## src/hdl/mwg_pkg.sv

```systemverilog
// ----------------------------------------------------------------------------
// mwg_pkg: shared types and constants of the multiscale window generator
// Field widths, register indexes, reset values, controller states and the
// command and status groups between the controller and the datapath.
// ----------------------------------------------------------------------------
package mwg_pkg;

  localparam int CoordW         = 12;
  localparam int SizeW          = 20;
  localparam int StepW          = 21;
  localparam int ScaleW         = 16;
  localparam int BaseW          = 12;
  localparam int StrideW        = 9;
  localparam int StrideFracBits = 8;
  localparam int CfgIdxW        = 3;
  localparam int CfgDataW       = 18;
  localparam int MulAW          = 20;
  localparam int MulBW          = 16;
  localparam int ProdW          = MulAW + MulBW;
  localparam int AdvW           = 23;

  localparam logic [SizeW-1:0]  SizeMax  = {SizeW{1'b1}};
  localparam logic [ScaleW-1:0] ScaleMax = {ScaleW{1'b1}};

  localparam logic [CoordW-1:0]   ImgWidthRst   = 12'd640;
  localparam logic [CoordW-1:0]   ImgHeightRst  = 12'd480;
  localparam logic [BaseW-1:0]    BaseWidthRst  = 12'd64;
  localparam logic [BaseW-1:0]    BaseHeightRst = 12'd128;
  localparam logic [ScaleW-1:0]   MinScaleRst   = 16'd256;
  localparam logic [ScaleW-1:0]   MaxScaleRst   = 16'd1024;
  localparam logic [ScaleW-1:0]   ScaleStepRst  = 16'd307;
  localparam logic [CfgDataW-1:0] StrideRst     = 18'd65664;

  typedef enum logic [CfgIdxW-1:0] {
    REG_IMAGE_WIDTH  = 3'd0,
    REG_IMAGE_HEIGHT = 3'd1,
    REG_BASE_WIDTH   = 3'd2,
    REG_BASE_HEIGHT  = 3'd3,
    REG_MIN_SCALE    = 3'd4,
    REG_MAX_SCALE    = 3'd5,
    REG_SCALE_STEP   = 3'd6,
    REG_STRIDE       = 3'd7
  } cfg_idx_t;

  typedef enum logic [1:0] {
    WS_VALID = 2'd0,
    WS_DONE  = 2'd1,
    WS_NONE  = 2'd2
  } win_status_t;

  typedef enum logic [3:0] {
    ST_IDLE,
    ST_START,
    ST_SK_CHK,
    ST_SK_W,
    ST_SK_H,
    ST_SK_SX,
    ST_SK_SY,
    ST_ADV,
    ST_NS_FIX,
    ST_FOUND,
    ST_MISS,
    ST_FINISH
  } ctl_state_t;

  typedef enum logic [2:0] {
    MS_BW,
    MS_BH,
    MS_FX,
    MS_FY,
    MS_STEP
  } mul_sel_t;

  typedef struct packed {
    mul_sel_t mul_sel;
    logic     ld_min_scale;
    logic     ld_next_scale;
    logic     ld_w;
    logic     ld_h;
    logic     ld_sx;
    logic     ld_sy;
    logic     zero_pos;
    logic     adv_pos;
    logic     copy_main;
    logic     commit;
    logic     run_we;
    logic     run_val;
    logic     any_we;
    logic     last_we;
    logic     last_val;
    logic     load_out;
  } dp_cmd_t;

  typedef struct packed {
    logic scale_lt_max;
    logic seek_fit;
    logic adv_x_fit;
    logic adv_y_fit;
    logic running;
    logic out_free;
  } dp_status_t;

endpackage

```

## src/hdl/mwg_ctrl.sv

```systemverilog
// ----------------------------------------------------------------------------
// mwg_ctrl: sequencer of the multiscale window generator
// Walks one request through the position advance, the scale search and the
// look-ahead that decides whether the delivered window is the final one.
// ----------------------------------------------------------------------------
module mwg_ctrl (
  input  logic                clk,
  input  logic                rst_n,
  input  logic                in_valid,
  output logic                in_ready,
  input  logic                in_restart,
  input  mwg_pkg::dp_status_t status,
  output mwg_pkg::dp_cmd_t    cmd
);

  mwg_pkg::ctl_state_t state_r, state_nxt;
  logic                peek_r, peek_nxt;
  logic                restart_r, restart_nxt;

  always_ff @(posedge clk) begin
    if (!rst_n) begin
      state_r   <= mwg_pkg::ST_IDLE;
      peek_r    <= 1'b0;
      restart_r <= 1'b0;
    end else begin
      state_r   <= state_nxt;
      peek_r    <= peek_nxt;
      restart_r <= restart_nxt;
    end
  end

  always_comb begin
    state_nxt   = state_r;
    peek_nxt    = peek_r;
    restart_nxt = restart_r;
    unique case (state_r)
      mwg_pkg::ST_IDLE: begin
        if (in_valid) begin
          state_nxt   = mwg_pkg::ST_START;
          restart_nxt = in_restart;
          peek_nxt    = 1'b0;
        end
      end
      mwg_pkg::ST_START: begin
        if (restart_r) begin
          state_nxt = mwg_pkg::ST_SK_CHK;
        end else if (status.running) begin
          state_nxt = mwg_pkg::ST_ADV;
        end else begin
          state_nxt = mwg_pkg::ST_FINISH;
        end
      end
      mwg_pkg::ST_SK_CHK: begin
        state_nxt = status.scale_lt_max ? mwg_pkg::ST_SK_W : mwg_pkg::ST_MISS;
      end
      mwg_pkg::ST_SK_W:  state_nxt = mwg_pkg::ST_SK_H;
      mwg_pkg::ST_SK_H:  state_nxt = mwg_pkg::ST_SK_SX;
      mwg_pkg::ST_SK_SX: state_nxt = mwg_pkg::ST_SK_SY;
      mwg_pkg::ST_SK_SY: begin
        state_nxt = status.seek_fit ? mwg_pkg::ST_FOUND : mwg_pkg::ST_NS_FIX;
      end
      mwg_pkg::ST_ADV: begin
        if (status.adv_x_fit || status.adv_y_fit) begin
          state_nxt = mwg_pkg::ST_FOUND;
        end else begin
          state_nxt = mwg_pkg::ST_NS_FIX;
        end
      end
      mwg_pkg::ST_NS_FIX: state_nxt = mwg_pkg::ST_SK_CHK;
      mwg_pkg::ST_FOUND: begin
        if (peek_r) begin
          state_nxt = mwg_pkg::ST_FINISH;
        end else begin
          state_nxt = mwg_pkg::ST_ADV;
          peek_nxt  = 1'b1;
        end
      end
      mwg_pkg::ST_MISS: state_nxt = mwg_pkg::ST_FINISH;
      mwg_pkg::ST_FINISH: begin
        if (status.out_free) begin
          state_nxt = mwg_pkg::ST_IDLE;
        end
      end
      default: state_nxt = mwg_pkg::ST_IDLE;
    endcase
  end

  always_comb begin
    cmd         = '0;
    cmd.mul_sel = mwg_pkg::MS_BW;
    in_ready    = 1'b0;
    unique case (state_r)
      mwg_pkg::ST_IDLE: in_ready = 1'b1;
      mwg_pkg::ST_START: begin
        if (restart_r) begin
          cmd.ld_min_scale = 1'b1;
        end else if (status.running) begin
          cmd.copy_main = 1'b1;
        end
      end
      mwg_pkg::ST_SK_CHK: cmd.mul_sel = mwg_pkg::MS_BW;
      mwg_pkg::ST_SK_W: begin
        cmd.ld_w    = 1'b1;
        cmd.mul_sel = mwg_pkg::MS_BH;
      end
      mwg_pkg::ST_SK_H: begin
        cmd.ld_h    = 1'b1;
        cmd.mul_sel = mwg_pkg::MS_FX;
      end
      mwg_pkg::ST_SK_SX: begin
        cmd.ld_sx   = 1'b1;
        cmd.mul_sel = mwg_pkg::MS_FY;
      end
      mwg_pkg::ST_SK_SY: begin
        cmd.ld_sy    = 1'b1;
        cmd.zero_pos = status.seek_fit;
        cmd.mul_sel  = mwg_pkg::MS_STEP;
      end
      mwg_pkg::ST_ADV: begin
        cmd.adv_pos = 1'b1;
        cmd.mul_sel = mwg_pkg::MS_STEP;
      end
      mwg_pkg::ST_NS_FIX: cmd.ld_next_scale = 1'b1;
      mwg_pkg::ST_FOUND: begin
        if (peek_r) begin
          cmd.last_we  = 1'b1;
          cmd.last_val = 1'b0;
        end else begin
          cmd.commit  = 1'b1;
          cmd.run_we  = 1'b1;
          cmd.run_val = 1'b1;
          cmd.any_we  = restart_r;
        end
      end
      mwg_pkg::ST_MISS: begin
        if (peek_r) begin
          cmd.last_we  = 1'b1;
          cmd.last_val = 1'b1;
        end else begin
          cmd.run_we  = 1'b1;
          cmd.run_val = 1'b0;
          cmd.any_we  = restart_r;
        end
      end
      mwg_pkg::ST_FINISH: cmd.load_out = status.out_free;
      default: in_ready = 1'b0;
    endcase
  end

endmodule

```

## src/hdl/mwg_datapath.sv

```systemverilog
// ----------------------------------------------------------------------------
// mwg_datapath: registers and arithmetic of the multiscale window generator
// Holds the configuration, the delivered window, a working copy for the
// search, one shared registered multiplier and the result register.
// ----------------------------------------------------------------------------
module mwg_datapath #(
  parameter int SCALE_FRAC_BITS = 8
) (
  input  logic                                clk,
  input  logic                                rst_n,
  input  logic                                cfg_we,
  input  logic [mwg_pkg::CfgIdxW-1:0]         cfg_index,
  input  logic [mwg_pkg::CfgDataW-1:0]        cfg_data,
  input  mwg_pkg::dp_cmd_t                    cmd,
  output mwg_pkg::dp_status_t                 status,
  output logic                                out_valid,
  input  logic                                out_ready,
  output logic [mwg_pkg::CoordW-1:0]          out_win_x,
  output logic [mwg_pkg::CoordW-1:0]          out_win_y,
  output logic [mwg_pkg::SizeW-1:0]           out_win_w,
  output logic [mwg_pkg::SizeW-1:0]           out_win_h,
  output logic [1:0]                          out_status,
  output logic                                out_last
);

  localparam int CoordW = mwg_pkg::CoordW;
  localparam int SizeW  = mwg_pkg::SizeW;
  localparam int StepW  = mwg_pkg::StepW;
  localparam int ScaleW = mwg_pkg::ScaleW;
  localparam int BaseW  = mwg_pkg::BaseW;
  localparam int ProdW  = mwg_pkg::ProdW;
  localparam int AdvW   = mwg_pkg::AdvW;
  localparam int MulAW  = mwg_pkg::MulAW;
  localparam int MulBW  = mwg_pkg::MulBW;
  localparam int StrW   = mwg_pkg::StrideW;

  logic [CoordW-1:0]           img_w_r, img_h_r;
  logic [BaseW-1:0]            base_w_r, base_h_r;
  logic [ScaleW-1:0]           min_scale_r, max_scale_r, scale_step_r;
  logic [mwg_pkg::CfgDataW-1:0] stride_r;

  logic [ScaleW-1:0] scale_r, m_scale_r;
  logic [SizeW-1:0]  w_r, h_r, m_w_r, m_h_r;
  logic [StepW-1:0]  sx_r, sy_r, m_sx_r, m_sy_r;
  logic [CoordW-1:0] px_r, py_r, m_px_r, m_py_r;
  logic              running_r, any_r, last_r;

  logic [MulAW-1:0]  mul_a;
  logic [MulBW-1:0]  mul_b;
  logic [ProdW-1:0]  prod_r;
  logic [ProdW-1:0]  prod_scaled, prod_stride;
  logic [SizeW-1:0]  size_sat;
  logic [StepW-1:0]  step_clamp;
  logic [ScaleW-1:0] scale_sat, scale_nxt;
  logic [AdvW-1:0]   nx, ny, x_end, y_end;
  logic              x_fit, y_fit;

  logic              out_valid_r;
  logic [CoordW-1:0] out_x_r, out_y_r;
  logic [SizeW-1:0]  out_w_r, out_h_r;
  logic [1:0]        out_status_r;
  logic              out_last_r;

  always_ff @(posedge clk) begin
    if (!rst_n) begin
      img_w_r      <= mwg_pkg::ImgWidthRst;
      img_h_r      <= mwg_pkg::ImgHeightRst;
      base_w_r     <= mwg_pkg::BaseWidthRst;
      base_h_r     <= mwg_pkg::BaseHeightRst;
      min_scale_r  <= mwg_pkg::MinScaleRst;
      max_scale_r  <= mwg_pkg::MaxScaleRst;
      scale_step_r <= mwg_pkg::ScaleStepRst;
      stride_r     <= mwg_pkg::StrideRst;
    end else if (cfg_we) begin
      unique case (mwg_pkg::cfg_idx_t'(cfg_index))
        mwg_pkg::REG_IMAGE_WIDTH:  img_w_r      <= cfg_data[CoordW-1:0];
        mwg_pkg::REG_IMAGE_HEIGHT: img_h_r      <= cfg_data[CoordW-1:0];
        mwg_pkg::REG_BASE_WIDTH:   base_w_r     <= cfg_data[BaseW-1:0];
        mwg_pkg::REG_BASE_HEIGHT:  base_h_r     <= cfg_data[BaseW-1:0];
        mwg_pkg::REG_MIN_SCALE:    min_scale_r  <= cfg_data[ScaleW-1:0];
        mwg_pkg::REG_MAX_SCALE:    max_scale_r  <= cfg_data[ScaleW-1:0];
        mwg_pkg::REG_SCALE_STEP:   scale_step_r <= cfg_data[ScaleW-1:0];
        mwg_pkg::REG_STRIDE:       stride_r     <= cfg_data;
      endcase
    end
  end

  always_comb begin
    unique case (cmd.mul_sel)
      mwg_pkg::MS_BW: begin
        mul_a = MulAW'(scale_r);
        mul_b = MulBW'(base_w_r);
      end
      mwg_pkg::MS_BH: begin
        mul_a = MulAW'(scale_r);
        mul_b = MulBW'(base_h_r);
      end
      mwg_pkg::MS_FX: begin
        mul_a = w_r;
        mul_b = MulBW'(stride_r[StrW-1:0]);
      end
      mwg_pkg::MS_FY: begin
        mul_a = h_r;
        mul_b = MulBW'(stride_r[2*StrW-1:StrW]);
      end
      mwg_pkg::MS_STEP: begin
        mul_a = MulAW'(scale_r);
        mul_b = scale_step_r;
      end
      default: begin
        mul_a = '0;
        mul_b = '0;
      end
    endcase
  end

  always_ff @(posedge clk) begin
    prod_r <= ProdW'(mul_a) * ProdW'(mul_b);
  end

  assign prod_scaled = prod_r >> SCALE_FRAC_BITS;
  assign prod_stride = prod_r >> mwg_pkg::StrideFracBits;
  assign size_sat    = (prod_scaled > ProdW'(mwg_pkg::SizeMax)) ? mwg_pkg::SizeMax
                                                                : prod_scaled[SizeW-1:0];
  assign step_clamp  = (prod_stride == '0) ? StepW'(1) : prod_stride[StepW-1:0];
  assign scale_sat   = (prod_scaled > ProdW'(mwg_pkg::ScaleMax)) ? mwg_pkg::ScaleMax
                                                                 : prod_scaled[ScaleW-1:0];

  always_comb begin
    if (scale_sat > scale_r) begin
      scale_nxt = scale_sat;
    end else if (scale_r != mwg_pkg::ScaleMax) begin
      scale_nxt = scale_r + ScaleW'(1);
    end else begin
      scale_nxt = mwg_pkg::ScaleMax;
    end
  end

  assign nx    = AdvW'(px_r) + AdvW'(sx_r);
  assign ny    = AdvW'(py_r) + AdvW'(sy_r);
  assign x_end = nx + AdvW'(w_r);
  assign y_end = ny + AdvW'(h_r);
  assign x_fit = x_end < AdvW'(img_w_r);
  assign y_fit = y_end < AdvW'(img_h_r);

  always_ff @(posedge clk) begin
    if (cmd.ld_min_scale) begin
      scale_r <= min_scale_r;
    end else if (cmd.ld_next_scale) begin
      scale_r <= scale_nxt;
    end else if (cmd.copy_main) begin
      scale_r <= m_scale_r;
    end

    if (cmd.ld_w) begin
      w_r <= size_sat;
    end else if (cmd.copy_main) begin
      w_r <= m_w_r;
    end

    if (cmd.ld_h) begin
      h_r <= size_sat;
    end else if (cmd.copy_main) begin
      h_r <= m_h_r;
    end

    if (cmd.ld_sx) begin
      sx_r <= step_clamp;
    end else if (cmd.copy_main) begin
      sx_r <= m_sx_r;
    end

    if (cmd.ld_sy) begin
      sy_r <= step_clamp;
    end else if (cmd.copy_main) begin
      sy_r <= m_sy_r;
    end

    if (cmd.zero_pos) begin
      px_r <= '0;
      py_r <= '0;
    end else if (cmd.adv_pos) begin
      px_r <= x_fit ? nx[CoordW-1:0] : '0;
      if (!x_fit && y_fit) begin
        py_r <= ny[CoordW-1:0];
      end
    end else if (cmd.copy_main) begin
      px_r <= m_px_r;
      py_r <= m_py_r;
    end

    if (cmd.commit) begin
      m_scale_r <= scale_r;
      m_w_r     <= w_r;
      m_h_r     <= h_r;
      m_sx_r    <= sx_r;
      m_sy_r    <= sy_r;
      m_px_r    <= px_r;
      m_py_r    <= py_r;
    end
  end

  always_ff @(posedge clk) begin
    if (!rst_n) begin
      running_r   <= 1'b0;
      any_r       <= 1'b0;
      last_r      <= 1'b0;
      out_valid_r <= 1'b0;
    end else begin
      if (cmd.run_we) begin
        running_r <= cmd.run_val;
      end
      if (cmd.any_we) begin
        any_r <= cmd.run_val;
      end
      if (cmd.last_we) begin
        last_r <= cmd.last_val;
      end
      if (cmd.load_out) begin
        out_valid_r <= 1'b1;
      end else if (out_ready) begin
        out_valid_r <= 1'b0;
      end
    end
  end

  always_ff @(posedge clk) begin
    if (cmd.load_out) begin
      if (running_r) begin
        out_x_r      <= m_px_r;
        out_y_r      <= m_py_r;
        out_w_r      <= m_w_r;
        out_h_r      <= m_h_r;
        out_status_r <= mwg_pkg::WS_VALID;
        out_last_r   <= last_r;
      end else begin
        out_x_r      <= '0;
        out_y_r      <= '0;
        out_w_r      <= '0;
        out_h_r      <= '0;
        out_status_r <= any_r ? mwg_pkg::WS_DONE : mwg_pkg::WS_NONE;
        out_last_r   <= 1'b0;
      end
    end
  end

  assign status.scale_lt_max = scale_r < max_scale_r;
  assign status.seek_fit     = (w_r < SizeW'(img_w_r)) && (h_r < SizeW'(img_h_r));
  assign status.adv_x_fit    = x_fit;
  assign status.adv_y_fit    = y_fit;
  assign status.running      = running_r;
  assign status.out_free     = !out_valid_r || out_ready;

  assign out_valid  = out_valid_r;
  assign out_win_x  = out_x_r;
  assign out_win_y  = out_y_r;
  assign out_win_w  = out_w_r;
  assign out_win_h  = out_h_r;
  assign out_status = out_status_r;
  assign out_last   = out_last_r;

endmodule

```

## src/hdl/multiscale_window_generator_top.sv

```systemverilog
// ----------------------------------------------------------------------------
// multiscale_window_generator_top: sliding windows over a scale pyramid
// One request at a time. An advance within a scale steps the position and then
// looks ahead to set last; the next input beat is taken once the result is loaded.
// A restart runs the scale search from the minimum scale; each scale change or
// skipped scale runs it again, in the walk as in the look-ahead that sets last.
// An advance with no window held goes straight to the result. A result still
// waiting holds off the input. Reset loads the default configuration and holds no window.
// ----------------------------------------------------------------------------
module multiscale_window_generator_top #(
  parameter int SCALE_FRAC_BITS = 8
) (
  input  logic                         clk,
  input  logic                         rst_n,
  input  logic                         in_valid,
  output logic                         in_ready,
  input  logic                         in_restart,
  output logic                         out_valid,
  input  logic                         out_ready,
  output logic [mwg_pkg::CoordW-1:0]   out_win_x,
  output logic [mwg_pkg::CoordW-1:0]   out_win_y,
  output logic [mwg_pkg::SizeW-1:0]    out_win_w,
  output logic [mwg_pkg::SizeW-1:0]    out_win_h,
  output logic [1:0]                   out_status,
  output logic                         out_last,
  input  logic                         cfg_valid,
  output logic                         cfg_ready,
  input  logic [mwg_pkg::CfgIdxW-1:0]  cfg_index,
  input  logic [mwg_pkg::CfgDataW-1:0] cfg_data
);

  mwg_pkg::dp_cmd_t    cmd;
  mwg_pkg::dp_status_t status;

  assign cfg_ready = 1'b1;

  mwg_ctrl u_ctrl (
    .clk        (clk),
    .rst_n      (rst_n),
    .in_valid   (in_valid),
    .in_ready   (in_ready),
    .in_restart (in_restart),
    .status     (status),
    .cmd        (cmd)
  );

  mwg_datapath #(
    .SCALE_FRAC_BITS (SCALE_FRAC_BITS)
  ) u_datapath (
    .clk        (clk),
    .rst_n      (rst_n),
    .cfg_we     (cfg_valid),
    .cfg_index  (cfg_index),
    .cfg_data   (cfg_data),
    .cmd        (cmd),
    .status     (status),
    .out_valid  (out_valid),
    .out_ready  (out_ready),
    .out_win_x  (out_win_x),
    .out_win_y  (out_win_y),
    .out_win_w  (out_win_w),
    .out_win_h  (out_win_h),
    .out_status (out_status),
    .out_last   (out_last)
  );

`ifndef SYNTH
  a_busy_after_accept: assert property (@(posedge clk) disable iff (!rst_n)
    in_valid && in_ready |=> !in_ready)
    else $error("input taken again right after a beat");

  a_empty_result: assert property (@(posedge clk) disable iff (!rst_n)
    out_valid && (out_status != mwg_pkg::WS_VALID) |->
      (out_win_x == '0) && (out_win_y == '0) && (out_win_w == '0) &&
      (out_win_h == '0) && !out_last)
    else $error("result without a window carries nonzero fields");

  a_last_valid: assert property (@(posedge clk) disable iff (!rst_n)
    out_valid && out_last |-> out_status == mwg_pkg::WS_VALID)
    else $error("last flag set on a result without a window");
`endif

endmodule

```

## config.mk

```make
export PLATFORM = sky130hd
export DESIGN_NAME = multiscale_window_generator_top
export DESIGN_NICKNAME = d
export VERILOG_FILES = /design/src/hdl/mwg_pkg.sv /design/src/hdl/mwg_ctrl.sv /design/src/hdl/mwg_datapath.sv /design/src/hdl/multiscale_window_generator_top.sv
export SDC_FILE = /design/constraint.sdc
export NUM_CORES = 2
export LEC_CHECK = 0
export ABC_AREA = 0
export BUFFER_PORTS_ARGS = -buffer_cell sky130_fd_sc_hd__buf_2
export CAP_MARGIN = 20
export CORE_MARGIN = 2
export CORE_UTILIZATION = 62
export CTS_CLUSTER_DIAMETER = 120
export DETAILED_ROUTE_END_ITERATION = 16
export GPL_TIMING_DRIVEN = 0
export PLACE_DENSITY = 0.77
export SYNTH_ARGS = -nofsm -noshare
export SYNTH_HDL_FRONTEND = slang
export SYNTH_HIERARCHICAL = 1
export SYNTH_SLANG_ARGS = --single-unit
```

## constraint.sdc

```tcl
create_clock -name clk -period 13 [get_ports clk]
set_input_delay 1.3 -clock clk [delete_from_list [all_inputs] [get_ports clk]]
set_output_delay 1.3 -clock clk [all_outputs]
set_load 0.05 [all_outputs]
```

==> out/qor.yml <==
floorplanning:
  die_height_microns: 237
  rows: 85
  die_area_sq_mm: 0.05617
  coreArea_sq_mm: 0.05371
  boundaryPins: 97
  initial_core_util_pct: 62.67
  die_w_microns: 237
cts:
  cts_tree: "yes"
  post_cts_buffers: 0
  postCtsResizedCells: 0
  clock_tree.root_cell: "clkbuf_16"
  cts_sinks: 463
  cts_buffer_depth: 3
  cts-buffers-inserted: 48
  clkTransAtPathRegs_ns: 0.06
  h-tree-depth: 2
  worstSkewPairLatency_ns: 0.58
  postCtsHoldBufs: 0
sta:
  rsz0062_at_grt: "false"
  finalCriticalPeriod_ns: 10.94
  finalHoldViolCount: 0
  slew_violations: 0
  tightestPinTransition_ns: 1.226
  post-route-period-util_pct: 84.16
  setup_violations: 0
  setup_tns_ns: 0
  holdWs_ns: 0.4579
  fmax_mhz: 91.40
  fin_skew_ns: 0.01819
  relSlewSlack_pct: 17.71
logic_synthesis:
  synthTopCellsByArea: "edfxtp_1, fa_1, dfxtp_1"
  synth_area_sq_mm: 0.03366
  synth-seq-cells: 463
  yosys-top-cells-count: "nand2_1, inv_1, nor2_1, edfxtp_1, fa_1"
  syn_inst: 3422
  synth_top_area_share_pct: 25.60
  synth_warnings: 6
  synth_cell_type_count: 99
  synth_top_cell_by_area: "edfxtp_1"
  synthFlopType: "edfxtp_1"
  synth_most_common_cell: "nand2_1"
  synth_edf_count: 287
  seq_area_frac_synth_pct: 36.07
  synthArstFlopShare_pct: 0
  syn_area_per_cell_sq_um: 9.836
finish:
  num-fill-cells: 4085
  design_area_sq_mm: 0.03673
  synthToLayoutAreaGrowth_pct: 9.129
  final_layout_size_suffix_gt1_share_pct: 8.078
  finalNetCount: 4114
  multi_input_area_sq_mm: 0.01956
  register_area_sq_mm: 0.01214
critical_path:
  cp-end-kind: "flip-flop"
  timing.critical_path.buf_inv: 9
  cp_data_required_time_ns: 13.45
  cp_data_arrival_time_ns: 11.39
  crit_top_cell: "fa_1"
  path_delay_family: "adder cells"
  worst-path-max-fanout: 10
  slowest_stage: "o21ai_1"
  startpoint: "u_ctrl/state_r[1]"
  cp-start-kind: "flip-flop"
  slowest_delay_ns: 1.02
  critPathKind: "reg2reg"
  reg2reg_from: "u_ctrl/state_r[1]"
hold_path:
  hold_class: "reg2reg"
  hp-start: "u_datapath/sy_r[8]"
grt:
  grt.total_usage_pct: 35.68
  grt_pass1_vias: 26770
  grt_antenna_before_repair: 1
  grt_max_degree: 68
  overflow: 0
  grt_pass1_wl_microns: 152000
routing:
  drt_iter0_drc: 2582
  num_vias: 26550
  vias_per_cell: 6.140
  dr.pass1.iters: 6
  drc: 0
  wirelength_microns: 98900
  post_drt_wl_per_cell_microns: 22.87
  final_antenna_net_count: 0
power_and_ir_drop:
  peakVddDrop_mv: 0.08769
  p_per_area_mw_per_mm2: 156.9
  p_leak_uw: 0.01535
  finalPower_uw: 5765
status:
  status: "finished clean"
place:
  place_area_sq_mm: 0.03515
  hpwl_microns: 77430
  place.gp.congestion: 1.037
  port-buffer-count: 81
flow_run:
  cap_violations: 0
[state kept, by name (all words and copies together) (netlist names), 18 cells and up]
name	count
u_datapath/h_r	20
u_datapath/out_win_w	20
u_datapath/m_sx_r	21
u_datapath/sx_r	21
u_datapath/m_w_r	20
u_datapath/stride_r	18
u_datapath/prod_r	28
u_datapath/m_sy_r	21
u_datapath/w_r	20
u_datapath/out_win_h	20
u_datapath/m_h_r	20
u_datapath/sy_r	21
[per-stage QoR]
step / utilization, % / cells / setup slack (ns)
2_1_floorplan: - / 3448 / 4.653
3_3_place_gp: 65.23 / 4225 / 2.500
3_5_place_dp: 65.45 / 4231 / 2.337
4_1_cts: 68.33 / 4319 / 2.327
5_1_grt: 68.39 / 4323 / 1.776
6_report: 68.39 / 4324 / 2.059
[kinds of logic (layout without fill, tap and decap cells)]
family	after synthesis	count (layout)	share of synthesized area, %
adder cells (fa/ha/maj)	498	498	24.15
other	3	30	0.03345
multiplexers	106	106	3.331
buffers and inverters	522	701	6.159
flip-flops	463	463	36.07
XOR/XNOR	94	94	2.446
AND/OR/NAND/NOR	1148	1148	15.83
AO/OA/AOI/OAI	588	588	11.97
[metal layers]
metal  vias up  part of all wire (%)  global-route usage, %  routed length [microns]
met2      1391                    46                  58.39                    45800
li1      11880                     -                      -                        -
met4         2                   5.5                  17.36                     5405
met5         -                 0.011                      0                       11
met1     12990                    39                  46.04                    38190
met3       295                   9.6                  6.458                     9502
[cell type report]
class	count	share of cell area, %
sequential	463	33.05
timing repair buffer	91	1.437
antenna	1	0.006812
multi-input combinational	2463	53.26
inverter	376	3.842
buffer	146	1.812
clock inverter	23	0.4905
clock buffer	65	3.726
tap	696	2.371
[path summary, 6_finish.rpt]
kind,slack [ns],to,depth (start not counted)
worst max-delay path,2.06,u_datapath/prod_r[34],31
worst min-delay path,0.46,u_datapath/m_sy_r[8],0
worst max register to register,2.06,u_datapath/prod_r[34],31
worst min register to register,0.46,u_datapath/m_sy_r[8],0
[worst register-to-register path, delay by kind of cell (launching register included)]
family	cells	cell delay, ns
AOI/OAI and AO/OA	9	3.04
xor gates and xnor gates	1	0.15
adders and majority gates	7	3.48
buffers and inverters	9	2.65
DFF	1	0.32
muxes	1	0.34
and+or+nand+nor	4	0.85
[power by group]
part	switching, uW	internal [uW]
registers	225	1730
logic	1540	911
clock network	579	779
[placed cells by master, fill, tap and decap left out, types with 16 or more instances in the layout]
master / count
nand2_1: 458
inv_1: 375
nor2_1: 294
edfxtp_1: 287
fa_1: 253
ha_1: 245
dfxtp_1: 176
a21oi_1: 138
clkbuf_1: 106
a21boi_0: 104
buf_2: 96
and2_1: 84
xnor2_1: 68
o21ai_0: 66
mux2i_1: 61
nand2b_1: 56
nand3_1: 53
clkbuf_16: 51
nor2b_1: 48
o21a_1: 45
mux2_2: 42
nor3_1: 40
a21o_1: 38
conb_1: 29
a31oi_1: 27
xor2_1: 26
nand4_1: 21
buf_4: 20
a211oi_1: 19
o21ai_1: 18
a22oi_1: 17
and3_1: 16
o32ai_1: 16
Note: power is estimated with default switching activity, not from simulation.
